`src/sv/fvn_pkg.sv`:
```
`timescale 1ns / 1ps

package fvn_pkg;

  localparam int COORD_BITS  = 12;
  localparam int MAX_OCTAVES = 8;
  localparam int FRAC_BITS   = 16;

  // Q5.F output word
  localparam int OUT_W  = FRAC_BITS + 5;
  localparam int OCT_W  = $clog2(MAX_OCTAVES + 1);
  localparam int FREQ_W = 16 + MAX_OCTAVES - 1;
  // corner values are Q2.F signed
  localparam int CV_W   = FRAC_BITS + 2;
  localparam int AMP_W  = FRAC_BITS + 1;
  localparam int SUM_W  = FRAC_BITS + $clog2(MAX_OCTAVES) + 5;

  localparam int MUL_W  = 33;
  localparam int PROD_W = 2 * MUL_W;

  localparam int IN_W   = ((2 * COORD_BITS + 7) / 8) * 8;
  localparam int OUT_TW = ((OUT_W + 7) / 8) * 8;

  localparam int CFG_IDX_W  = 4;
  localparam int CFG_DATA_W = 32;

  localparam logic [CFG_IDX_W-1:0] REG_OCTAVES   = 4'd0;
  localparam logic [CFG_IDX_W-1:0] REG_PERSIST   = 4'd1;
  localparam logic [CFG_IDX_W-1:0] REG_INV_SCALE = 4'd2;
  localparam logic [CFG_IDX_W-1:0] REG_SEED      = 4'd3;

  localparam logic [3:0]  RST_OCTAVES   = 4'd6;
  localparam logic [15:0] RST_PERSIST   = 16'd32768;
  localparam logic [15:0] RST_INV_SCALE = 16'd3277;
  localparam logic [31:0] RST_SEED      = 32'd0;

  localparam logic [31:0] HASH_SQ_MUL = 32'd15731;
  localparam logic [31:0] HASH_ADD_A  = 32'd789221;
  localparam logic [31:0] HASH_ADD_B  = 32'd1376312589;

  typedef struct packed {
    logic [3:0]  octave_count;
    logic [15:0] persistence;
    logic [15:0] inv_scale;
    logic [31:0] seed;
  } cfg_t;

  typedef struct packed {
    logic signed [MUL_W-1:0] a;
    logic signed [MUL_W-1:0] b;
  } mul_req_t;

endpackage

```
`src/sv/fractal_value_noise.sv`:
```
`timescale 1ns / 1ps

// channel  | dir | handshake                   | payload
// s_axis   | in  | s_axis_tvalid/s_axis_tready | tdata: x_coord, y_coord
// m_axis   | out | m_axis_tvalid/m_axis_tready | tdata: noise_value
// cfg      | in  | cfg_valid/cfg_ready         | cfg_index, cfg_data
//
// a sample runs N octaves, N = octave count clamped to 1..8, and goes straight to done for N = 0;
// each octave issues 19 products on the single shared 33x33 multiplier:
// two coordinate products, three per corner hash, three lerps, weight and decay
// rst is synchronous; config registers return to 6, 32768, 3277 and 0
// s_axis_tready is high only when the sequencer is idle; one output word register
// lets the next sample start while m_axis holds a stalled word
module fractal_value_noise (
  input  logic                              clk,
  input  logic                              rst,
  input  logic                              s_axis_tvalid,
  output logic                              s_axis_tready,
  input  logic [fvn_pkg::IN_W-1:0]          s_axis_tdata,   // x_coord, y_coord
  output logic                              m_axis_tvalid,
  input  logic                              m_axis_tready,
  output logic [fvn_pkg::OUT_TW-1:0]        m_axis_tdata,   // noise_value, zero pad
  input  logic                              cfg_valid,
  output logic                              cfg_ready,
  input  logic [fvn_pkg::CFG_IDX_W-1:0]     cfg_index,
  input  logic [fvn_pkg::CFG_DATA_W-1:0]    cfg_data
);
  import fvn_pkg::*;

  cfg_t                     cfg;
  mul_req_t                 mul_req;
  logic signed [PROD_W-1:0] prod;
  logic                     core_idle, core_done, out_load;
  logic [OUT_W-1:0]         core_result;

  assign cfg_ready = 1'b1;

  always_ff @(posedge clk) begin
    if (rst) begin
      cfg.octave_count <= RST_OCTAVES;
      cfg.persistence  <= RST_PERSIST;
      cfg.inv_scale    <= RST_INV_SCALE;
      cfg.seed         <= RST_SEED;
    end else if (cfg_valid && cfg_ready) begin
      unique case (cfg_index)
        REG_OCTAVES:   cfg.octave_count <= cfg_data[3:0];
        REG_PERSIST:   cfg.persistence  <= cfg_data[15:0];
        REG_INV_SCALE: cfg.inv_scale    <= cfg_data[15:0];
        REG_SEED:      cfg.seed         <= cfg_data[31:0];
        default: begin
        end
      endcase
    end
  end

  fvn_mul u_mul (
    .clk  (clk),
    .req  (mul_req),
    .prod (prod)
  );

  fvn_core u_core (
    .clk     (clk),
    .rst     (rst),
    .cfg     (cfg),
    .start   (s_axis_tvalid),
    .in_x    (s_axis_tdata[COORD_BITS-1:0]),
    .in_y    (s_axis_tdata[2*COORD_BITS-1:COORD_BITS]),
    .idle    (core_idle),
    .done    (core_done),
    .result  (core_result),
    .take    (out_load),
    .mul_req (mul_req),
    .prod    (prod)
  );

  assign s_axis_tready = core_idle;

  // result moves into the output word register once that slot is free
  assign out_load = core_done && (!m_axis_tvalid || m_axis_tready);

  always_ff @(posedge clk) begin
    if (rst) begin
      m_axis_tvalid <= 1'b0;
    end else if (out_load) begin
      m_axis_tvalid <= 1'b1;
    end else if (m_axis_tready) begin
      m_axis_tvalid <= 1'b0;
    end
  end

  always_ff @(posedge clk) begin
    if (out_load) begin
      m_axis_tdata <= OUT_TW'(core_result);
    end
  end

endmodule

```
`src/sv/fvn_mul.sv`:
```
`timescale 1ns / 1ps

module fvn_mul (
  input  logic                              clk,
  input  fvn_pkg::mul_req_t                 req,
  output logic signed [fvn_pkg::PROD_W-1:0] prod
);
  import fvn_pkg::*;

  // registered signed product, hash steps use only the low word
  always_ff @(posedge clk) begin
    prod <= req.a * req.b;
  end

endmodule

```
`src/sv/fvn_core.sv`:
```
`timescale 1ns / 1ps

module fvn_core (
  input  logic                              clk,
  input  logic                              rst,
  input  fvn_pkg::cfg_t                     cfg,
  input  logic                              start,
  input  logic [fvn_pkg::COORD_BITS-1:0]    in_x,
  input  logic [fvn_pkg::COORD_BITS-1:0]    in_y,
  output logic                              idle,
  output logic                              done,
  output logic [fvn_pkg::OUT_W-1:0]         result,
  input  logic                              take,
  output fvn_pkg::mul_req_t                 mul_req,
  input  logic signed [fvn_pkg::PROD_W-1:0] prod
);
  import fvn_pkg::*;

  typedef enum logic [19:0] {
    ST_IDLE = 20'h00001,
    ST_OCT  = 20'h00002,
    ST_CAPX = 20'h00004,
    ST_CAPY = 20'h00008,
    ST_HN   = 20'h00010,
    ST_HSQ  = 20'h00020,
    ST_HK   = 20'h00040,
    ST_HADD = 20'h00080,
    ST_HT   = 20'h00100,
    ST_HEND = 20'h00200,
    ST_HST  = 20'h00400,
    ST_L1   = 20'h00800,
    ST_L2   = 20'h01000,
    ST_L3   = 20'h02000,
    ST_L4   = 20'h04000,
    ST_L5   = 20'h08000,
    ST_L6   = 20'h10000,
    ST_L7   = 20'h20000,
    ST_AMP  = 20'h40000,
    ST_DONE = 20'h80000
  } state_t;

  localparam logic signed [SUM_W-1:0] SUM_LIMIT = SUM_W'(8) << FRAC_BITS;
  localparam logic [CV_W-1:0]         CV_ONE    = CV_W'(1) << FRAC_BITS;
  localparam logic [AMP_W-1:0]        AMP_ONE   = AMP_W'(1) << FRAC_BITS;

  state_t state;

  logic [COORD_BITS-1:0] x, y;
  logic [OCT_W-1:0]      oct, count;
  logic [31:0]           ix, iy, s131, n, tmp;
  logic [FRAC_BITS-1:0]  fx, fy;
  logic [1:0]            corner;
  logic [CV_W-1:0]       cv [4];
  logic [CV_W-1:0]       r1, r2;
  logic [AMP_W-1:0]      amp;
  logic signed [SUM_W-1:0] sum, sat;

  logic [FREQ_W-1:0] freq;
  logic [31:0]       sd, xi, yi, n0;
  logic signed [PROD_W-1:0] prod_sh;
  logic signed [CV_W:0]     step;
  logic signed [CV_W:0]     d_ab, d_cd, d_r;

  assign freq    = FREQ_W'(cfg.inv_scale) << oct;
  assign sd      = cfg.seed + 32'(oct);
  assign xi      = ix + 32'(corner[0]);
  assign yi      = iy + 32'(corner[1]);
  // lattice mix: x + y*57 + seed*131, seed part taken once per octave
  assign n0      = xi + (yi << 6) - (yi << 3) + yi + s131;
  assign prod_sh = prod >>> FRAC_BITS;
  assign step    = prod_sh[CV_W:0];
  assign d_ab    = {cv[1][CV_W-1], cv[1]} - {cv[0][CV_W-1], cv[0]};
  assign d_cd    = {cv[3][CV_W-1], cv[3]} - {cv[2][CV_W-1], cv[2]};
  assign d_r     = {r2[CV_W-1], r2} - {r1[CV_W-1], r1};

  always_comb begin
    mul_req.a = '0;
    mul_req.b = '0;
    unique case (state)
      ST_OCT: begin
        mul_req.a = $signed(MUL_W'(x));
        mul_req.b = $signed(MUL_W'(freq));
      end
      ST_CAPX: begin
        mul_req.a = $signed(MUL_W'(y));
        mul_req.b = $signed(MUL_W'(freq));
      end
      ST_HSQ: begin
        mul_req.a = $signed(MUL_W'(n));
        mul_req.b = $signed(MUL_W'(n));
      end
      ST_HK: begin
        mul_req.a = $signed(MUL_W'(prod[31:0]));
        mul_req.b = $signed(MUL_W'(HASH_SQ_MUL));
      end
      ST_HT: begin
        mul_req.a = $signed(MUL_W'(n));
        mul_req.b = $signed(MUL_W'(tmp));
      end
      ST_L1: begin
        mul_req.a = MUL_W'(d_ab);
        mul_req.b = $signed(MUL_W'(fx));
      end
      ST_L2: begin
        mul_req.a = MUL_W'(d_cd);
        mul_req.b = $signed(MUL_W'(fx));
      end
      ST_L4: begin
        mul_req.a = MUL_W'(d_r);
        mul_req.b = $signed(MUL_W'(fy));
      end
      ST_L6: begin
        mul_req.a = MUL_W'($signed(r1));
        mul_req.b = $signed(MUL_W'(amp));
      end
      ST_L7: begin
        mul_req.a = $signed(MUL_W'(amp));
        mul_req.b = $signed(MUL_W'(cfg.persistence));
      end
      default: begin
        mul_req.a = '0;
        mul_req.b = '0;
      end
    endcase
  end

  always_comb begin
    if (sum > SUM_LIMIT) begin
      sat = SUM_LIMIT;
    end else if (sum < -SUM_LIMIT) begin
      sat = -SUM_LIMIT;
    end else begin
      sat = sum;
    end
  end

  assign result = OUT_W'(sat);
  assign idle   = (state == ST_IDLE);
  assign done   = (state == ST_DONE);

  always_ff @(posedge clk) begin
    if (rst) begin
      state  <= ST_IDLE;
      oct    <= '0;
      count  <= '0;
      corner <= '0;
    end else begin
      unique case (state)
        ST_IDLE: begin
          if (start) begin
            x      <= in_x;
            y      <= in_y;
            oct    <= '0;
            corner <= '0;
            amp    <= AMP_ONE;
            sum    <= '0;
            if (cfg.octave_count > MAX_OCTAVES) begin
              count <= OCT_W'(MAX_OCTAVES);
            end else begin
              count <= OCT_W'(cfg.octave_count);
            end
            state <= (cfg.octave_count == 4'd0) ? ST_DONE : ST_OCT;
          end
        end
        ST_OCT: begin
          s131  <= (sd << 7) + (sd << 1) + sd;
          state <= ST_CAPX;
        end
        ST_CAPX: begin
          ix    <= prod[FRAC_BITS +: 32];
          fx    <= prod[FRAC_BITS-1:0];
          state <= ST_CAPY;
        end
        ST_CAPY: begin
          iy    <= prod[FRAC_BITS +: 32];
          fy    <= prod[FRAC_BITS-1:0];
          state <= ST_HN;
        end
        ST_HN: begin
          n     <= (n0 << 13) ^ n0;
          state <= ST_HSQ;
        end
        ST_HSQ: begin
          state <= ST_HK;
        end
        ST_HK: begin
          state <= ST_HADD;
        end
        ST_HADD: begin
          tmp   <= prod[31:0] + HASH_ADD_A;
          state <= ST_HT;
        end
        ST_HT: begin
          state <= ST_HEND;
        end
        ST_HEND: begin
          tmp   <= (prod[31:0] + HASH_ADD_B) & 32'h7fff_ffff;
          state <= ST_HST;
        end
        ST_HST: begin
          // 1 - hash / 2^30 in Q2.F
          cv[corner] <= CV_ONE - CV_W'(tmp[30 -: FRAC_BITS + 1]);
          corner     <= corner + 1'b1;
          state      <= (corner == 2'd3) ? ST_L1 : ST_HN;
        end
        ST_L1: begin
          state <= ST_L2;
        end
        ST_L2: begin
          r1    <= CV_W'({cv[0][CV_W-1], cv[0]} + step);
          state <= ST_L3;
        end
        ST_L3: begin
          r2    <= CV_W'({cv[2][CV_W-1], cv[2]} + step);
          state <= ST_L4;
        end
        ST_L4: begin
          state <= ST_L5;
        end
        ST_L5: begin
          r1    <= CV_W'({r1[CV_W-1], r1} + step);
          state <= ST_L6;
        end
        ST_L6: begin
          state <= ST_L7;
        end
        ST_L7: begin
          sum   <= sum + SUM_W'(prod_sh);
          state <= ST_AMP;
        end
        ST_AMP: begin
          amp   <= prod[16 +: AMP_W];
          oct   <= oct + 1'b1;
          state <= (OCT_W'(oct + 1'b1) == count) ? ST_DONE : ST_OCT;
        end
        ST_DONE: begin
          if (take) begin
            state <= ST_IDLE;
          end
        end
        default: begin
          state <= ST_IDLE;
        end
      endcase
    end
  end

`ifndef ASSERT_OFF
  a_oct_in_range: assert property (@(posedge clk) disable iff (rst)
    (state != ST_IDLE && state != ST_DONE) |-> (oct < count))
    else $error("octave index past octave count");

  a_amp_decays: assert property (@(posedge clk) disable iff (rst)
    (state == ST_AMP) |=> (amp <= $past(amp)))
    else $error("amplitude grew");

  a_start_clears_sum: assert property (@(posedge clk) disable iff (rst)
    (state == ST_IDLE && start) |=> (sum == '0 && corner == 2'd0))
    else $error("accumulator not cleared on start");

  a_corners_wrap: assert property (@(posedge clk) disable iff (rst)
    (state == ST_L1) |-> (corner == 2'd0))
    else $error("corner counter out of step");
`endif

endmodule

```
`config.mk`:
```
export PLATFORM = sky130hd
export DESIGN_NAME = fractal_value_noise
export DESIGN_NICKNAME = d
export VERILOG_FILES = /design/src/sv/fvn_pkg.sv /design/src/sv/fractal_value_noise.sv /design/src/sv/fvn_mul.sv /design/src/sv/fvn_core.sv
export SDC_FILE = /design/constraint.sdc
export NUM_CORES = 2
export LEC_CHECK = 0
export BUFFER_PORTS_ARGS = -buffer_cell sky130_fd_sc_hd__clkbuf_2
export CAP_MARGIN = 40
export CORE_UTILIZATION = 69
export CTS_CLUSTER_DIAMETER = 80
export CTS_CLUSTER_SIZE = 28
export DETAILED_ROUTE_END_ITERATION = 6
export MAX_ROUTING_LAYER = met4
export PLACE_DENSITY_LB_ADDON = 0.3
export SLEW_MARGIN = 10
export SYNTH_ARGS = -nofsm -noshare
export SYNTH_HDL_FRONTEND = slang
export SYNTH_SLANG_ARGS = --single-unit
```
`constraint.sdc`:
```
create_clock -name clk -period 17.1 [get_ports clk]
set_input_delay 2.565 -clock clk [delete_from_list [all_inputs] [get_ports clk]]
set_output_delay 2.565 -clock clk [all_outputs]
set_load 0.05 [all_outputs]
```
==> run summary <==
### Worst setup path
• register — endpoint class of the critical path
• compound AO/OA/AOI/OAI gates — cell family contributing the most delay on the critical path
• 0.56 ns — delay of the slowest cell on the worst path
• 23 — crit-path max FO
• fa_1 — cell repeated most along the worst path
• 13.00 ns — Arr. time, crit path
• reg2reg — WS Path Type
• a221oi_1 — crit path max-delay cell type
• 17.65 ns — data required time at the worst endpoint
• 6 — Buffers & Inverters on Critical Path
• register — startpoint kind of the worst setup timing path

### Place
• 1.03 — routability congestion estimate
• 0.0634 mm² — DP Area
• 87 — IO Port Bufs
• 158,000 µm — DP Wirelength
• 4.90 ns — Place WS

### Clock tree
• 34 — number of buffers inserted during clock tree synthesis
• 0.10 ns — clock transition at the registers of the reported paths
• 0 — number of cells upsized or downsized after cts
• 3 — Clock Path Buffers
• 0 — hold_buf cts
• clkbuf_16 — root buf cell
• 533 — clk sinks
• 2 — deepest level of the CTS H-tree
• 0.66 ns — clock latency at the later pin of the worst-skew pair
• 0 — setup bufs post-CTS
• yes — CTS tree

### STA
• 12.45 ns — final critical delay including setup and external delays
• 0 — max-slew violations
• 1.10 ns — actual transition at the worst max-transition pin
• 0.0803 GHz — fmax
• 4.65 ns — worst setup margin
• 0 — Hold Fails Final Rpt
• 72.8% — fraction of the cycle the final worst path needs
• no — unrepaired setup endpoints after global routing
• 0 ns — total negative slack for setup checks
• 0 — number of setup violations in the final report
• 26.8% — worst rel slew slack
• 0.467 ns — worst slack on hold paths
• 0.0446 ns — worst clock skew on the final layout

### Global route
• 304,000 µm — global-route wire length before repair
• 47.7% — GRT Overall Usage
• 82 — maximum number of pins on one net before global-route repair
• 16 — antenna violations before repair
• 49,489 — number of global-route vias before repair
• 0 — grt ovf

### Route
• 0 — residual DRC count
• 48,023 — routed vias
• 0 — antenna-violating nets left
• 6,041 — violation count after the first detailed-routing iteration
• 6.34 — vias per inst
• 201,000 µm — Detailed Route WL
• 26.5 µm — per-cell routed wire length
• 7 — DR pass1 iterations

### Cells and area
• 6.07% — fraction of layout instances using a drive strength above 1
• 7,755 — final layout net count
• 0.0648 mm² — post-route cell area
• 6.37% — growth of design area from synthesis to finish

### Die
• 108 — total number of placement rows
• 0.0870 mm² — area of the core
• 92 — total I/O pin count
• 299 µm — Horiz. Die Dim
• 0.0894 mm² — overall die area
• 299 µm — height of the chip
• 70.0% — initial core utilization

### Synthesis
• 0 — count of synthesis-stage warnings from yosys
• 9.59 µm² — Post-Synthesis Mean Instance Area
• edfxtp_1 — primary flip-flop cell chosen by synthesis mapping
• 6,348 — Post-Synthesis Cells
• 23.9% — sequential-to-total area share from yosys stat
• 0% — Synth async-reset ratio
• 0.0609 mm² — Cell Area, Synth
• 386 — Post-synth EDFFs
• 533 — Yosys reg bits
• 90 — Yosys cell types

### Pwr
• 0.0291 µW — LEAKAGE
• 116 µV — worst-case vdd ir drop
• 41.7 mW/mm² — power density relative to cell area

### Outcome
• completed — run status

### Job
• 0 — max-cap viol count

### Worst hold path
• reg2reg — worst min-delay path category

## cell usage in the layout, fill, tap and decap left out, types with 107 or more instances in the layout
cell / n
edfxtp_1: 386
a21oi_1: 242
inv_1: 1126
nand2_1: 670
dfxtp_1: 143
xor2_1: 107
xnor2_1: 234
ha_1: 352
fa_1: 957
buf_4: 129
nor2_1: 765
o21ai_0: 145
## power by group
group	switching [µW]	total [µW]	internal, µW
Sequential	22.5	1420	1400
Combinational	187	271	83.8
Clock	564	1010	441
Total	774	2700	1920
## worst paths after layout
path	from	endpoint	slack, ns	depth (start not counted)
setup / recovery	u_core.r1[1]$_DFFE_PP_	u_mul.prod[47]$_DFF_P_	4.65	41
hold reg to reg	u_mul.prod[46]$_DFF_P_	u_core.ix[30]$_DFFE_PP_	0.47	0
hold / removal	u_mul.prod[46]$_DFF_P_	u_core.ix[30]$_DFFE_PP_	0.47	0
setup reg to reg	u_core.r1[1]$_DFFE_PP_	u_mul.prod[47]$_DFF_P_	4.65	41
## metal layers
metal / up-vias / share of wire, % / track usage (%)
met5: - / 0 / -
met4: 0 / 6.3 / 24.0
met3: 733 / 14 / 14.5
met2: 3193 / 44 / 70.3
met1: 23750 / 36 / 60.0
li1: 20347 / - / -
## Yosys cell counts, types with 19 or more instances
master / count / area share (%)
a211oi_1: 19 / 0.23
ha_1: 352 / 7.2
a22o_1: 23 / 0.33
o21bai_1: 39 / 0.48
dfxtp_1: 147 / 4.8
mux2i_1: 43 / 0.71
a222oi_1: 24 / 0.39
inv_1: 1126 / 6.9
nor3_1: 52 / 0.43
nand4_1: 25 / 0.26
nand2b_1: 58 / 0.60
xnor2_1: 234 / 3.4
nand3_1: 79 / 0.65
nand2_1: 670 / 4.1
edfxtp_1: 386 / 19
a21o_1: 84 / 1.0
clkbuf_1: 205 / 1.3
and2_1: 38 / 0.39
nor2b_1: 55 / 0.57
nor2_1: 769 / 4.7
xor2_1: 107 / 1.5
a221oi_1: 31 / 0.45
a21oi_1: 245 / 2.0
o21ai_0: 145 / 1.2
and3_1: 30 / 0.31
a22oi_1: 37 / 0.46
fa_1: 957 / 31
o21a_1: 28 / 0.35
## area by class of cell
cell class | instances | area (µm²)
Antenna cell | 18 | 45.0
Clock buffer | 35 | 855
Clock inverter | 27 | 430
Fill cell | 6142 | 22300
Inverter | 1136 | 4260
Multi-Input combinational cell | 4443 | 41500
Sequential cell | 533 | 14500
Tap cell | 1155 | 1450
Timing Repair Buffer | 233 | 1680
## state kept, by name, summed over array words and instances (netlist names), 12 cells and up
signal        count
u_core.ix        32
cfg              68
m_axis_tdata     21
u_core.r1        18
u_core.state     20
u_core.fx        16
u_core.fy        16
u_core.iy        32
u_core.y         12
u_core.tmp       32
u_core.cv        72
u_core.x         12
u_core.r2        18
u_core.sum       24
u_mul.prod       48
u_core.s131      32
u_core.amp       17
u_core.n         32
## stage by stage
stage | utilization, % | total power, µW | cells
after detailed placement | 72.9 | 1710 | 7499
after floorplan | - | 1600 | 6350
final | 74.4 | 2700 | 7580
after CTS | 74.4 | 2690 | 7561
after global routing | 74.4 | 2750 | 7576
after global placement | 72.6 | 1700 | 7480
## cells by family (layout without fill, tap and decap cells)
logic type | Yosys count | count (layout) | share of synthesized area (%)
buffers and inverters | 1374 | 1431 | 8.54
DFF | 533 | 533 | 23.9
AOI/OAI and AO/OA | 844 | 844 | 9.34
adders and majority gates | 1309 | 1309 | 38.7
muxes | 53 | 53 | 0.929
xor gates and xnor gates | 346 | 346 | 5.09
and+or+nand+nor | 1887 | 1887 | 13.5
other | 2 | 22 | 0.0123
(Power assumes the default switching activity.)
